[src/hrf_pkg.sv]
// shared types and constants of the request framer
package hrf_pkg;

  localparam int unsigned BURST_MAX = 9;
  localparam int unsigned BURST_CNT_W = 4;
  localparam int unsigned CFG_IDX_W = 3;
  localparam int unsigned DEV_ADDR_W = 40;

  localparam logic [1:0] REQ_START = 2'd0;
  localparam logic [1:0] REQ_PAYLOAD = 2'd1;
  localparam logic [1:0] REQ_ABORT = 2'd2;

  localparam logic [CFG_IDX_W-1:0] CFG_FRAME_TYPE = 3'd0;
  localparam logic [CFG_IDX_W-1:0] CFG_SHORT_FLAG = 3'd1;
  localparam logic [CFG_IDX_W-1:0] CFG_LONG_FLAG = 3'd2;
  localparam logic [CFG_IDX_W-1:0] CFG_MASTER_BITS = 3'd3;
  localparam logic [CFG_IDX_W-1:0] CFG_DEVICE_ADDR = 3'd4;

  localparam logic [BURST_CNT_W-1:0] SHORT_HDR_LEN = 4'd4;
  localparam logic [BURST_CNT_W-1:0] LONG_HDR_LEN = 4'd8;

  typedef struct packed {
    logic [1:0] req_type;
    logic [7:0] command;
    logic [7:0] payload_length;
    logic [7:0] payload_byte;
  } hrf_in_t;

  typedef struct packed {
    logic [7:0] frame_byte;
    logic       frame_end;
  } hrf_out_t;

  // bytes caused by one item, byte 0 goes out first
  typedef struct packed {
    logic [BURST_MAX-1:0][7:0] bytes;
    logic [BURST_CNT_W-1:0]    count;
    logic                      ends;
  } hrf_burst_t;

endpackage

[src/hrf_serializer.sv]
// emits the bytes of one burst, one per output item
module hrf_serializer (
  input  logic               clk,
  input  logic               rst_n,
  input  logic               burst_valid,
  input  hrf_pkg::hrf_burst_t burst,
  output logic               burst_take,
  output logic               out_valid,
  input  logic               out_stall,
  output hrf_pkg::hrf_out_t  out_data
);
  import hrf_pkg::*;

  logic [BURST_MAX-1:0][7:0] bytes_r, bytes_nxt;
  logic [BURST_CNT_W-1:0]    cnt_r, cnt_nxt;
  logic                      ends_r, ends_nxt;
  logic                      out_fire;
  logic                      empty_soon;

  assign out_valid = (cnt_r != '0);
  assign out_fire = out_valid && !out_stall;
  assign empty_soon = (cnt_r == '0) || ((cnt_r == BURST_CNT_W'(1)) && out_fire);
  assign burst_take = burst_valid && empty_soon;

  assign out_data.frame_byte = bytes_r[0];
  assign out_data.frame_end = ends_r && (cnt_r == BURST_CNT_W'(1));

  always_comb begin
    bytes_nxt = bytes_r;
    cnt_nxt = cnt_r;
    ends_nxt = ends_r;
    if (burst_take) begin
      bytes_nxt = burst.bytes;
      cnt_nxt = burst.count;
      ends_nxt = burst.ends;
    end else if (out_fire) begin
      bytes_nxt = {8'h00, bytes_r[BURST_MAX-1:1]};
      cnt_nxt = cnt_r - BURST_CNT_W'(1);
    end
  end

  always_ff @(posedge clk) begin
    bytes_r <= bytes_nxt;
    ends_r <= ends_nxt;
    if (!rst_n) begin
      cnt_r <= '0;
    end else begin
      cnt_r <= cnt_nxt;
    end
  end

endmodule

[src/hart_request_framer.sv]
// top level of the request framer: frame state, header build and output stage
//
// Builds master request frames as a stream of bytes.
// in_valid/in_stall/in_data carries request items: start, payload byte or abort.
// out_valid/out_stall/out_data carries one frame byte per item; frame_end marks
// the checksum byte that closes a frame.
// cfg_valid/cfg_ready/cfg_index/cfg_data writes the delimiter, master and
// address registers; cfg_ready is always high. Write only while idle.
// Each accepted item is turned into a burst of 0 to 9 bytes and held in a
// burst register; a serializer then emits the burst one byte per cycle while
// the receiver does not stall. When the output is free, the first byte of a
// burst passes the burst register and then the serializer's byte register.
// Throughput: one item per cycle while items yield at most one byte each and
// the receiver does not stall; an item yielding n bytes (start items 4 to 9)
// holds the output until all n are out; the port moves one byte per cycle.
// When the receiver stalls, the serializer holds its byte; once the burst
// register is full as well, in_stall rises.
// Reset (rst_n low, synchronous) restores register defaults, closes any frame,
// clears the polling address and drops pending bytes.
module hart_request_framer (
  input  logic                          clk,
  input  logic                          rst_n,
  input  logic                          in_valid,
  output logic                          in_stall,
  input  hrf_pkg::hrf_in_t              in_data,
  output logic                          out_valid,
  input  logic                          out_stall,
  output hrf_pkg::hrf_out_t             out_data,
  input  logic                          cfg_valid,
  output logic                          cfg_ready,
  input  logic [hrf_pkg::CFG_IDX_W-1:0] cfg_index,
  input  logic [hrf_pkg::DEV_ADDR_W-1:0] cfg_data
);
  import hrf_pkg::*;

  logic [7:0]            frame_type_r, short_flag_r, long_flag_r, master_r;
  logic [DEV_ADDR_W-1:0] dev_addr_r;

  logic [5:0] poll_r, poll_nxt;
  logic [7:0] remain_r, remain_nxt;
  logic [7:0] xor_r, xor_nxt;
  logic       open_r, open_nxt;

  hrf_burst_t burst_r, burst_nxt;
  logic       burst_valid_r, burst_valid_nxt;
  logic       burst_take;
  logic       in_fire;

  logic [7:0] hdr_xor;
  logic [7:0] pay_xor;
  logic [7:0] rem_dec;

  assign cfg_ready = 1'b1;
  assign in_stall = burst_valid_r && !burst_take;
  assign in_fire = in_valid && !in_stall;

  // configuration registers
  always_ff @(posedge clk) begin
    if (!rst_n) begin
      frame_type_r <= 8'd2;
      short_flag_r <= 8'd0;
      long_flag_r <= 8'd128;
      master_r <= 8'd128;
      dev_addr_r <= '0;
    end else if (cfg_valid && cfg_ready) begin
      case (cfg_index)
        CFG_FRAME_TYPE:  frame_type_r <= cfg_data[7:0];
        CFG_SHORT_FLAG:  short_flag_r <= cfg_data[7:0];
        CFG_LONG_FLAG:   long_flag_r <= cfg_data[7:0];
        CFG_MASTER_BITS: master_r <= cfg_data[7:0];
        CFG_DEVICE_ADDR: dev_addr_r <= cfg_data;
        default: ;
      endcase
    end
  end

  // frame state and burst build
  always_comb begin
    poll_nxt = poll_r;
    remain_nxt = remain_r;
    xor_nxt = xor_r;
    open_nxt = open_r;
    burst_nxt = '0;
    hdr_xor = '0;
    pay_xor = xor_r ^ in_data.payload_byte;
    rem_dec = remain_r - 8'd1;

    case (in_data.req_type)
      REQ_START: begin
        if (in_data.command == 8'd0) begin
          burst_nxt.bytes[0] = frame_type_r | short_flag_r;
          burst_nxt.bytes[1] = {2'b00, poll_r} | master_r;
          burst_nxt.bytes[2] = in_data.command;
          burst_nxt.bytes[3] = in_data.payload_length;
          burst_nxt.count = SHORT_HDR_LEN;
          poll_nxt = poll_r + 6'd1;
        end else begin
          burst_nxt.bytes[0] = frame_type_r | long_flag_r;
          burst_nxt.bytes[1] = dev_addr_r[39:32] | master_r;
          burst_nxt.bytes[2] = dev_addr_r[31:24];
          burst_nxt.bytes[3] = dev_addr_r[23:16];
          burst_nxt.bytes[4] = dev_addr_r[15:8];
          burst_nxt.bytes[5] = dev_addr_r[7:0];
          burst_nxt.bytes[6] = in_data.command;
          burst_nxt.bytes[7] = in_data.payload_length;
          burst_nxt.count = LONG_HDR_LEN;
        end
        // unused slots are zero, so the xor over all slots is the header xor
        for (int i = 0; i < BURST_MAX; i++) begin
          hdr_xor = hdr_xor ^ burst_nxt.bytes[i];
        end
        if (in_data.payload_length == 8'd0) begin
          burst_nxt.bytes[burst_nxt.count] = hdr_xor;
          burst_nxt.count = burst_nxt.count + BURST_CNT_W'(1);
          burst_nxt.ends = 1'b1;
          open_nxt = 1'b0;
          remain_nxt = '0;
          xor_nxt = '0;
        end else begin
          open_nxt = 1'b1;
          remain_nxt = in_data.payload_length;
          xor_nxt = hdr_xor;
        end
      end
      REQ_PAYLOAD: begin
        if (open_r) begin
          burst_nxt.bytes[0] = in_data.payload_byte;
          if (rem_dec == 8'd0) begin
            burst_nxt.bytes[1] = pay_xor;
            burst_nxt.count = BURST_CNT_W'(2);
            burst_nxt.ends = 1'b1;
            open_nxt = 1'b0;
            remain_nxt = '0;
            xor_nxt = '0;
          end else begin
            burst_nxt.count = BURST_CNT_W'(1);
            remain_nxt = rem_dec;
            xor_nxt = pay_xor;
          end
        end
      end
      REQ_ABORT: begin
        poll_nxt = '0;
        remain_nxt = '0;
        xor_nxt = '0;
        open_nxt = 1'b0;
      end
      default: ;
    endcase
  end

  always_comb begin
    burst_valid_nxt = burst_valid_r && !burst_take;
    if (in_fire && (burst_nxt.count != '0)) begin
      burst_valid_nxt = 1'b1;
    end
  end

  always_ff @(posedge clk) begin
    if (in_fire) begin
      burst_r <= burst_nxt;
    end
    if (!rst_n) begin
      poll_r <= '0;
      remain_r <= '0;
      xor_r <= '0;
      open_r <= 1'b0;
      burst_valid_r <= 1'b0;
    end else begin
      burst_valid_r <= burst_valid_nxt;
      if (in_fire) begin
        poll_r <= poll_nxt;
        remain_r <= remain_nxt;
        xor_r <= xor_nxt;
        open_r <= open_nxt;
      end
    end
  end

  hrf_serializer u_ser (
    .clk         (clk),
    .rst_n       (rst_n),
    .burst_valid (burst_valid_r),
    .burst       (burst_r),
    .burst_take  (burst_take),
    .out_valid   (out_valid),
    .out_stall   (out_stall),
    .out_data    (out_data)
  );

endmodule

[config.mk]
export PLATFORM = sky130hd
export DESIGN_NAME = hart_request_framer
export DESIGN_NICKNAME = d
export VERILOG_FILES = /design/src/hrf_pkg.sv /design/src/hrf_serializer.sv /design/src/hart_request_framer.sv
export SDC_FILE = /design/constraint.sdc
export NUM_CORES = 1
export LEC_CHECK = 0
export BUFFER_PORTS_ARGS = -buffer_cell sky130_fd_sc_hd__buf_4
export CORE_UTILIZATION = 45
export CTS_BUF_LIST = sky130_fd_sc_hd__clkbuf_4 sky130_fd_sc_hd__clkbuf_8 sky130_fd_sc_hd__clkbuf_16
export DETAILED_ROUTE_END_ITERATION = 16
export HOLD_SLACK_MARGIN = 0.15
export SETUP_SLACK_MARGIN = 0.3
export SYNTH_ARGS = -nofsm -noshare
export SYNTH_HDL_FRONTEND = slang
export SYNTH_SLANG_ARGS = --single-unit
[constraint.sdc]
create_clock -name clk -period 4.05 [get_ports clk]
set_clock_uncertainty 0.2 [all_clocks]
set_input_delay 0.2025 -clock clk [delete_from_list [all_inputs] [get_ports clk]]
set_output_delay 0.2025 -clock clk [all_outputs]
set_load 0.005 [all_outputs]
# Yosys cells after proc, flatten, opt, wreduce, memory -nomap -nowiden
# Index checks and enable logic that the tools add are counted.
# word_totals
word_cells	123
reg_bits	250
# classes
muxes	32
bitwise_logic	12
n_addsub	4
order_cmp	2
n_reduce_logical	32
eq_ne	9
# ops
cell	count
72-bit 2-to-1 mux	2
72-bit bitwise mux	1
36-bit 2-to-1 mux	2
69-bit 2-to-1 mux	1
32-bit 2-to-1 mux	2
8-bit 2-to-1 mux	8
8-bit XOR	8
8-bit case mux with 3 select lines	2
21-bit case mux with 2 select lines	1
8-bit demux with 4-bit select	1
8-bit logical NOT	3
8-bit bitwise OR	3
21-bit 2-to-1 mux	1
2-bit AND reduction	7
6-bit case mux with 2 select lines	1
1-bit logical AND	8
4-bit 2-to-1 mux	2
6-bit by 8-bit bitwise OR with 8-bit output	1
4-bit nonzero test	2
8-bit by 1-bit subtractor with 8-bit output (second input constant)	1
6-bit by 1-bit adder with 6-bit output (second input constant)	1
3-bit by 2-bit equality test with 1-bit output (second input constant)	2
6-bit 2-to-1 mux	1
3-bit AND reduction	2
20 further kinds	28

# Longest topological paths before layout
# Gate-level depths: netlist of run 1.
# logic_depth
word_depth	16
ltp_mapped	11
ltp_nobuf	10

# By module
# From an unflattened synthesis of run 1, not the netlist that was laid out.
# hier_totals
hier_cells	1111
area_unflattened_um2	12020.3
# modules_own_cells
mod	cells_each	instances	area_each_um2	seq_area_each_um2
hart_request_framer	912	1	8592.0	4234.1
hrf_serializer	199	1	3428.3	2272.2

# Least setup slack after synthesis of run 1
# OpenSTA, ideal clock, no wires.
# synth_timing
path_kind	register to register
start	register u_ser.cnt_r[0]
end	register xor_r[7]
path_stages_with_launch	9
path_slack_ns	0.149
period_less_slack_ns	3.901
required_time_ns	3.775
arrival_time_ns	3.627
setup_ns	0.075
cell_sequence	dfxtp_1 ha_1 nor2b_1 o311ai_0 inv_1 o21ai_0 nor2_1 a22oi_1 o22ai_1
# synth_via
elab_chain_cells	10
elab_cells_between_ends	12
classes_between	eq/ne (1); reduce/logical (11)
# synth_rtl
item	line	rtl
start: declaration	hrf_serializer.sv:15	logic [BURST_CNT_W-1:0] cnt_r, cnt_nxt;
start signal: assignment	hrf_serializer.sv:48	cnt_r <= cnt_nxt;
4-bit nonzero test	hrf_serializer.sv:20	assign out_valid = (cnt_r != '0);
1-bit logical AND	hrf_serializer.sv:21	assign out_fire = out_valid && !out_stall;
1-bit logical AND	hrf_serializer.sv:22	assign empty_soon = (cnt_r == '0) || ((cnt_r == BURST_CNT_W'(1)) && out_fire);
1-bit logical OR (*)	hrf_serializer.sv:22	
1-bit logical AND (*)	hrf_serializer.sv:23	assign burst_take = burst_valid && empty_soon;
1-bit logical NOT (*)	hart_request_framer.sv:54	assign in_stall = burst_valid_r && !burst_take;
1-bit logical AND (*)	hart_request_framer.sv:54	
1-bit logical NOT (*)	hart_request_framer.sv:55	assign in_fire = in_valid && !in_stall;
1-bit logical AND (*)	hart_request_framer.sv:55	
named net in_fire	hart_request_framer.sv:47	logic in_fire;
3-bit AND reduction (no line) (*)	n/a	
end signal: assignment	hart_request_framer.sv:174	xor_r <= xor_nxt;
end: declaration	hart_request_framer.sv:41	logic [7:0] xor_r, xor_nxt;
# Mark *: on every way through the listed nets, which the timed path passes. The rest lies on a longest branch.
# A chain may end at the register's enable or synchronous reset.

# Worst setup path in the final report of run 1
# layout_timing
start	input port in_data[21] (netlist bit)
end	register xor_r[2]
# layout_via
elab_chain_cells	12
elab_cells_between_ends	14
classes_between	mux (6); bitwise (7); reduce/logical (1)
# layout_rtl
item	line	rtl
start: declaration	hart_request_framer.sv:25	input hrf_pkg::hrf_in_t in_data,
8-bit logical NOT (*)	hart_request_framer.sv:90	if (in_data.command == 8'd0) begin
36-bit 2-to-1 mux	hart_request_framer.sv:90	
36-bit 2-to-1 mux	hart_request_framer.sv:88	case (in_data.req_type)
8-bit XOR (6 in series)	hart_request_framer.sv:110	hdr_xor = hdr_xor ^ burst_nxt.bytes[i];
8-bit XOR (*)	hart_request_framer.sv:110	
8-bit 2-to-1 mux (*)	hart_request_framer.sv:112	if (in_data.payload_length == 8'd0) begin
8-bit case mux with 3 select lines (*)	hart_request_framer.sv:88	
# Every way passes the cells marked *; elsewhere a longest branch is shown, timed or not. The select of a mux whose other input is x is not followed.

==> results of run 1 <==
[state kept, by name, indices dropped and copies added, names as in the netlist]
signal	count
burst_r	77
burst_valid_r	1
dev_addr_r	40
frame_type_r	8
long_flag_r	8
master_r	8
open_r	1
poll_r	6
remain_r	8
short_flag_r	8
u_ser.bytes_r	64
u_ser.cnt_r	4
u_ser.ends_r	1
u_ser.out_data	8
xor_r	8
[cell usage in the layout (no fill, tap or decap), types with 3 or more instances in the layout]
master,count
sky130_fd_sc_hd__o31ai_1,3
sky130_fd_sc_hd__nand2_1,394
sky130_fd_sc_hd__a31oi_1,7
sky130_fd_sc_hd__or3_1,5
sky130_fd_sc_hd__nand4_1,4
sky130_fd_sc_hd__or2_2,4
sky130_fd_sc_hd__xor2_1,19
sky130_fd_sc_hd__xnor2_1,44
sky130_fd_sc_hd__nand3_1,11
sky130_fd_sc_hd__clkbuf_4,5
sky130_fd_sc_hd__nand3b_1,5
sky130_fd_sc_hd__dlygate4sd3_1,123
sky130_fd_sc_hd__a22oi_1,14
sky130_fd_sc_hd__and2_1,17
sky130_fd_sc_hd__edfxtp_1,150
sky130_fd_sc_hd__clkinv_2,5
sky130_fd_sc_hd__mux2i_1,8
sky130_fd_sc_hd__o22ai_1,12
sky130_fd_sc_hd__nor3_1,15
sky130_fd_sc_hd__nor2_1,102
sky130_fd_sc_hd__ha_1,9
sky130_fd_sc_hd__a21oi_1,93
sky130_fd_sc_hd__o21ai_0,42
sky130_fd_sc_hd__o221ai_1,3
sky130_fd_sc_hd__nor2b_1,12
sky130_fd_sc_hd__dfxtp_1,100
sky130_fd_sc_hd__xnor3_1,6
sky130_fd_sc_hd__clkbuf_8,6
sky130_fd_sc_hd__and3_1,21
sky130_fd_sc_hd__a22o_1,3
sky130_fd_sc_hd__inv_1,20
sky130_fd_sc_hd__o211ai_1,4
sky130_fd_sc_hd__clkbuf_16,28
sky130_fd_sc_hd__a211oi_1,4
sky130_fd_sc_hd__buf_4,99
[power groups by stage]
stage | registers (uW) | logic [uW] | clock network (uW)
floorplan | 3440 | 792 | 0
global route | 3470 | 1400 | 2640
CTS | 3440 | 1260 | 2530
global placement | 3470 | 1170 | 0
finish | 3430 | 1250 | 2500
detailed placement | 3490 | 1180 | 0
[cells by family after synthesis]
family                     after synthesis  synth area share [%]
AOI/OAI and AO/OA                      198                 10.09
xor gates and xnor gates                69                 5.984
adders and majority gates                9                0.9811
buffers and inverters                   94                 3.488
DFF                                    250                 56.68
muxes                                    8                0.6977
other                                    1               0.03267
and+or+nand+nor                        601                 22.04
[metrics by stage]
stage / power [uW] / area (um^2) / utilization, % / hold WS, ps / worst slack [ps]
after global placement: 4643 / 12350 / 49.17 / 202.7 / 1080
after CTS: 7232 / 14490 / 57.72 / 221.2 / 465.6
final: 7182 / 14500 / 57.73 / 220.7 / 464.3
after detailed placement: 4667 / 12350 / 49.17 / 210.9 / 992.6
after global routing: 7509 / 14500 / 57.73 / 222.4 / 344.4
after floorplan: 4235 / 11480 / - / 126.5 / 351.1
[cell type report]
| class | instances | share of cell area [%] |
|---|---|---|
| flip-flops and latches | 250 | 44.89 |
| multi-input cells | 886 | 31.58 |
| repair buffers | 223 | 13.76 |
| clock buffers | 39 | 5.662 |
| well taps | 330 | 2.849 |
| clock inverters | 10 | 0.6474 |
| inverters | 23 | 0.6215 |
[worst paths after layout]
path	start	endpoint	slack [ps]	cells after the start
hold reg to reg	burst_r[0]$_SDFFCE_PN0P_	u_ser.ends_r$_DFFE_PP_	220	0
setup reg to reg	remain_r[0]$_SDFFE_PN0P_	xor_r[3]$_SDFFE_PN0P_	520	10
hold / removal	burst_r[0]$_SDFFCE_PN0P_	u_ser.ends_r$_DFFE_PP_	220	0
setup / recovery	in_data[21]	xor_r[2]$_SDFFE_PN0P_	460	10
[routing by layer]
| layer | vias up | track usage (%) | part of all wire [%] | wire length [um] |
|---|---|---|---|---|
| met5 | - | 0 | 0 | 0 |
| met2 | 322 | 40.87 | 46 | 15250 |
| met3 | 64 | 3.218 | 6.0 | 1975 |
| met4 | 0 | 8.319 | 3.3 | 1092 |
| li1 | 4539 | - | - | - |
| met1 | 4377 | 35.63 | 45 | 14780 |
[timing repair]
action,in CTS,in global routing
endpoints found under the hold margin,143,0
resized for setup,0,1
setup endpoints to repair,0,3
hold buffers,123,0
==> results by stage, run 1 <==
CTS:
- The longest clock path from root to sink contains 3 buffers.
- Counting the buffers created by CTS gives 27.
- The maximum level of the CTS H-tree is 1.
- The CTS tree is done.
- After clock tree synthesis, the clock-pin slew on the worst setup and hold paths is around 70 ps.
- The clock insertion delay at the later pin of the skew report is ~550 ps.
- The root buffer cell is sky130_fd_sc_hd__clkbuf_16.
- The tree built by TritonCTS fans out to 250 sinks.
- Buffers added to address setup during post-CTS repair amount to 0.

Global routing:
- The number of global-route vias before repair was between 8000 and 9000.
- The first global-routing pass estimated 50490 um of wire.
- The initial antenna violation count is 0.
- Entering global routing, the biggest net connects 73 pins.
- For this run, the total global-route usage over all layers was measured as between 20% and 30%.
- The total overflow left after global routing is 0.

Critical path:
- The cell with the largest stage delay on the worst path is sky130_fd_sc_hd__dlygate4sd3_1.
- The required time at the worst-slack endpoint is between 4000 and 5000 ps.
- For this run, the slowest stage of the critical path takes 590 ps.
- The worst setup path is launched from an input pin.
- The worst setup path is of the input pin to register kind.
- Of all nets on the critical path, the largest fanout is 27.
- The worst path buffer plus inverter count is 3.
- The dominant delay contributor by cell family on the critical path is buffers and inverters.
- The most used cell along the critical path is sky130_fd_sc_hd__dlygate4sd3_1.
- The kind of end point of the critical path is a register.
- The signal on the critical path passes through dlygate4sd3_1, buf_4, nor4_4, and2_4, mux2i_1, xor2_1, xnor3_1, o211ai_1, a31oi_1, dlygate4sd3_1.
- The data arrival at the endpoint of the critical path is roughly 3800 ps.

Layout:
- In the final design database the tool counted around 1500 nets.
- In the final layout, the multi-input gates occupy roughly 0.0046 mm^2.
- In the final layout, the share of cells above drive strength 1 is about 11%.
- Counting the fill cells in the layout gives about 2200.
- The area growth from synthesis to layout is 26.28%.
- The area occupied by registers is 0.006506 mm^2.
- The repair_antennas step left the layout with diodes totalling 0.
- The final cell count without fillers is ~1800.

Timing:
- The final critical path takes up between 80% and 90% of the cycle.
- The measured slew at the worst slew-check pin is about 1000 ps.
- The total count of hold-check failures in the final report is 0.
- The worst slew margin relative to its limit is roughly 31%.
- Subtracting the final worst setup slack from the clock period gives approximately 3600 ps.
- Setup repair after global routing left no endpoint under its margin.
- Timing would allow up to 278.9 MHz.
- Setup violations remaining at the end of the flow were counted as 0.
- The setup total negative slack is 0 ps.
- The final count of pins violating max slew is 0.

Routing:
- The via-per-instance ratio is 5.282.
- The average detailed-routed wire length per instance is around 19 um.
- The vias after detailed routing is between 9000 and 10000.
- For this block, the routed nets add up to 33100 um of wire.
- The DRC marker count from the first detailed-route iteration is around 880.
- The iteration count of the initial detailed-routing pass is 5.
- After detailed routing, the number of remaining DRC violations is 0.
- The count of nets left with antenna violations once routing finished came out at 0.

Floorplan:
- The width of the die is 161.7 um.
- The number of placement rows is between 50 and 60.
- The region available for standard cell placement spans 0.02511 mm^2.
- Once the floorplan was initialized, standard cells occupied between 40% and 50% of the core.
- The count of boundary I/O pins is 86.
- The die is roughly 160 um tall.
- The floorplan step defined a die boundary enclosing 0.02615 mm^2.

Yosys:
- The total of warnings raised by yosys is 0.
- Yosys instantiated no cell more often than sky130_fd_sc_hd__nand2_1.
- Synthesis produced around 1200 cells.
- For this run, asynchronously set or reset flops after synthesis account for 0%.
- The post-synthesis sequential area ratio is between 50% and 60%.
- The share of the synthesized area in the top cell type is 39.24%.
- Yosys mapped a number of flops with a built-in enable equal to 150.
- Among all flip-flop cells after synthesis, the most frequent one is sky130_fd_sc_hd__edfxtp_1.
- When the netlist entered floorplanning its net count stood at around 1300.
- The synthesized design contains 250 register bits.
- The synthesized design spends more area on one cell type than any other, namely sky130_fd_sc_hd__edfxtp_1.
- The synthesized cell area is between 0.01 and 0.015 mm^2.
- Synthesis instantiated 53 different standard cells from the library.
- Counting instances in the post-synthesis netlist gives the leading cell types as 395 x sky130_fd_sc_hd__nand2_1, 150 x sky130_fd_sc_hd__edfxtp_1, 102 x sky130_fd_sc_hd__nor2_1.
- Sorting the synthesized cells by area gives the leading types as sky130_fd_sc_hd__edfxtp_1 39%, sky130_fd_sc_hd__dfxtp_1 17%, sky130_fd_sc_hd__nand2_1 13%, sky130_fd_sc_hd__a21oi_1 4.1%, sky130_fd_sc_hd__xnor2_1 3.4%.
- Averaged over all synthesized cells, the footprint is between 9 and 10 um^2.

Power and ir drop:
- The share of total power dissipated in the clock network is a little over a third.
- The internal power contribution is about 5200 uW.
- In this run the power density over the cells is 495.5 mW/mm^2.
- The switching power is slightly below 2000 uW.
- The fraction of power spent switching nets is between 20% and 30%.
- The standby leakage power is about 0.0058 uW.
- The largest vdd supply drop is 0.3560 mV.
- The share of total power dissipated in combinational logic is roughly 17%.
- The sequential power share is around 48%.

Job:
- The number of max-cap violations is 0.

Placed design:
- Counting tap cells, the placed design contains a total of approximately 1600 instances.
- The final RePlAce weighted congestion is approximately 0.88.
- Detailed placement finished with a half-perimeter wire length of between 20000 and 25000 um.
- In this run the tool buffered the top-level ports with 84 buffer cells.

Worst hold path:
- The path category of the worst min-delay check is register to register.

Status:
- The run finished with clean final reports.
Note: power is estimated with default switching activity, not from simulation.
==> run 2: changes to the inputs <==
- CORE_UTILIZATION: 45 -> 31
==> results by stage, run 2 (synthesized netlist as in run 1, its figures left out) <==
CTS:
- TritonCTS built the clock tree.
- TritonCTS created 28 clock buffers.
- The maximum level of the CTS H-tree is 1.
- The root buffer cell is sky130_fd_sc_hd__clkbuf_16.
- The clock passes through at most 3 buffers.
- Clock tree synthesis found a total of 250 sinks.
- The number of setup buffers added after CTS is 0.
- At the later pin of the worst-skew pair, clock insertion delay measures approximately 550 ps.
- The clock transition at the registers of the reported paths is 70 ps.

Critical path:
- The kind of start point of the critical path is a register.
- The largest fanout of any net on the critical path is 12.
- Traced cell by cell, the critical path runs through inv_1, ha_1, or3b_2, o31a_1, nor3_1, or2_1, nor2_2, a22oi_1, o22ai_1, dlygate4sd3_1.
- The kind of end point of the critical path is a register.
- The largest single stage delay on the critical path is ~600 ps.
- The dominant delay contributor by cell family on the critical path is simple AND/OR/NAND/NOR gates.
- For the worst setup path, the data arrival time is 3790 ps.
- The critical path is of the register to register type.
- The slowest stage of the critical path is the sky130_fd_sc_hd__dlygate4sd3_1 cell.
- For the worst setup path, the data required time is about 4300 ps.
- Counting both buffers and inverters, the worst setup path holds a total of 2.

Routing:
- In the final routed layout, each cell accounts on average for about 18 um.
- Once detail routing completed, the nets flagged for antenna violations numbered 0.
- Across all layers, the routed design uses 9431 vias.
- The count of unresolved DRC violations after routing is 0.
- The DRC marker count from the first detailed-route iteration is roughly 800.
- The via-per-instance ratio is ~5.
- Summed over all layers, the routed wires come to 34740 um.
- The iteration count of the initial detailed-routing pass is 5.

Job:
- The number of max-cap violations is 0.

Layout:
- The register with the most flip-flops in the layout has 77 of them.
- The largest registers in the layout are burst_r x77, u_ser.bytes_r x64, dev_addr_r x40.
- The register containing the most flip-flops in the final layout is burst_r.
- Leaving out fill and tap cells, the most frequent cells in the layout are 394 x sky130_fd_sc_hd__nand2_1, 150 x sky130_fd_sc_hd__edfxtp_1, 129 x sky130_fd_sc_hd__dlygate4sd3_1, 101 x sky130_fd_sc_hd__nor2_1, 100 x sky130_fd_sc_hd__dfxtp_1.
- For this run, the post-layout net count is between 1500 and 2000.
- From synthesis to final layout, the design area changed by 29.21%.
- In the final layout, the share of cells above drive strength 1 is a little under an eighth.
- The library cell used most frequently in the layout, excluding fill and tap cells, is sky130_fd_sc_hd__nand2_1.
- Measured on the finished design, the core utilization comes to 40.61%.
- The number of antenna diodes in the final layout is 0.

Timing:
- At the pin with the least slew margin, the transition time is 1119 ps.
- The setup total negative slack is 0 ps.
- The top achievable clock speed is between 200 and 300 MHz.
- The final count of pins violating max slew is 0.
- Setup repair after global routing could not meet its margin everywhere.
- The routed design could run at a clock period as short as between 3000 and 4000 ps.
- The number of endpoints failing setup at the final stage is 0.
- The total count of hold-check failures in the final report came to 0.
- The final critical path takes up 87.46% of the cycle.
- The worst slew margin relative to its limit is 25.28%.

Floorplan:
- The count of boundary I/O pins is 86.
- The die covers between 0.03 and 0.04 mm^2.
- The floorplan has 70 rows.
- The floorplan step set the die width to around 190 um.
- The area of the core is 0.03652 mm^2.
- The floorplan die height is roughly 190 um.
- Once the floorplan was initialized, standard cells occupied 31.43% of the core.

Status:
- The flow ran to the end, and the final reports show no timing, DRC or antenna violations.

Placed design:
- The number of buffers added on ports is 84.
- The final RePlAce weighted congestion is 0.9017.
- After legalization and detailed placement, the total HPWL measured roughly 23000 um.

Global routing:
- Entering global routing, the biggest net connects 78 pins.
- The overall track demand over capacity in global routing is around 18%.
- The total overflow reported by the global router is 0.
- The number of global-route vias before repair is about 9200.
- The wire length of the first global-routing pass is around 53000 um.
- The initial antenna violation count is 1.

Worst hold path:
- The path category of the worst min-delay check is register to register.

Power and ir drop:
- The analysis attributes to cell leakage a power of ~0.0058 uW.
- The worst-case IR drop observed on VDD is around 0.33 mV.
- The power per standard cell area is 500.4 mW/mm^2.
[run 2: changes by cell type in the layout (fill, tap and decap cells not counted), moves of 2 or more]
cell | before | now
sky130_fd_sc_hd__dlygate4sd3_1 | 123 | 129
sky130_fd_sc_hd__clkbuf_8 | 6 | 2
sky130_fd_sc_hd__clkinvlp_4 | 1 | 3
sky130_fd_sc_hd__clkinv_8 | 0 | 2
sky130_fd_sc_hd__bufinv_16 | 1 | 4
sky130_fd_sc_hd__clkbuf_16 | 28 | 30
[run 2: stage by stage]
stage          cell area [um^2]  hold slack, ps  setup slack [ps]  total power (uW)  std cells
2_1_floorplan             11480           126.5             351.1              4235       1230
3_3_place_gp              12520           205.8             969.0              4651       1727
3_5_place_dp              12520           205.4             876.4              4677       1727
4_1_cts                   14820           214.7             447.3              7497       1907
5_1_grt                   14830           225.0             268.2              7751       1908
6_report                  14830           212.9             507.8              7422       1908
[run 2: final cells by class]
class | count | area (um^2)
Tap cell | 468 | 585.6
Multi-Input combinational cell | 887 | 4584
Fill cell | 3512 | 21690
Inverter | 23 | 90.09
Sequential cell | 250 | 6506
Clock inverter | 15 | 202.7
Timing Repair Buffer | 229 | 2054
Clock buffer | 36 | 808.3
[run 2: worst paths after layout]
path | start | endpoint | slack [ps] | cells after the start
worst max-delay path | remain_r[0]$_SDFFE_PN0P_ | xor_r[7]$_SDFFE_PN0P_ | 510 | 10
worst min-delay path | burst_r[0]$_SDFFCE_PN0P_ | u_ser.ends_r$_DFFE_PP_ | 210 | 0
worst max register to register | remain_r[0]$_SDFFE_PN0P_ | xor_r[7]$_SDFFE_PN0P_ | 510 | 10
worst min register to register | burst_r[0]$_SDFFCE_PN0P_ | u_ser.ends_r$_DFFE_PP_ | 210 | 0
[run 2: where the power goes]
part	switching (uW)	total, uW	internal, uW
Sequential	148	3440	3290
Combinational	761	1250	487
Clock	1070	2740	1670
Total	1980	7420	5450
[run 2: worst register-to-register path, cell delays in order (launching register included)]
cell	delay, ps
sky130_fd_sc_hd__dfxtp_1	370
sky130_fd_sc_hd__inv_1	80
sky130_fd_sc_hd__ha_1	210
sky130_fd_sc_hd__or3b_2	510
sky130_fd_sc_hd__o31a_1	270
sky130_fd_sc_hd__nor3_1	270
sky130_fd_sc_hd__or2_1	410
sky130_fd_sc_hd__nor2_2	160
sky130_fd_sc_hd__a22oi_1	250
sky130_fd_sc_hd__o22ai_1	100
sky130_fd_sc_hd__dlygate4sd3_1	600
[run 2: per-layer routing]
layer | part of all wire (%) | global-route usage, % | vias up
li1 | - | - | 4549
met5 | 0.037 | 0 | -
met3 | 5.7 | 2.360 | 81
met4 | 5.0 | 8.760 | 2
met2 | 46 | 29.10 | 336
met1 | 43 | 23.95 | 4463
[run 2: timing repair]
action | 4_1_cts | 5_1_grt
resized for setup | 0 | 1
setup endpoints to repair | 0 | 4
hold endpoints to repair | 144 | 0
hold buffers | 129 | 0
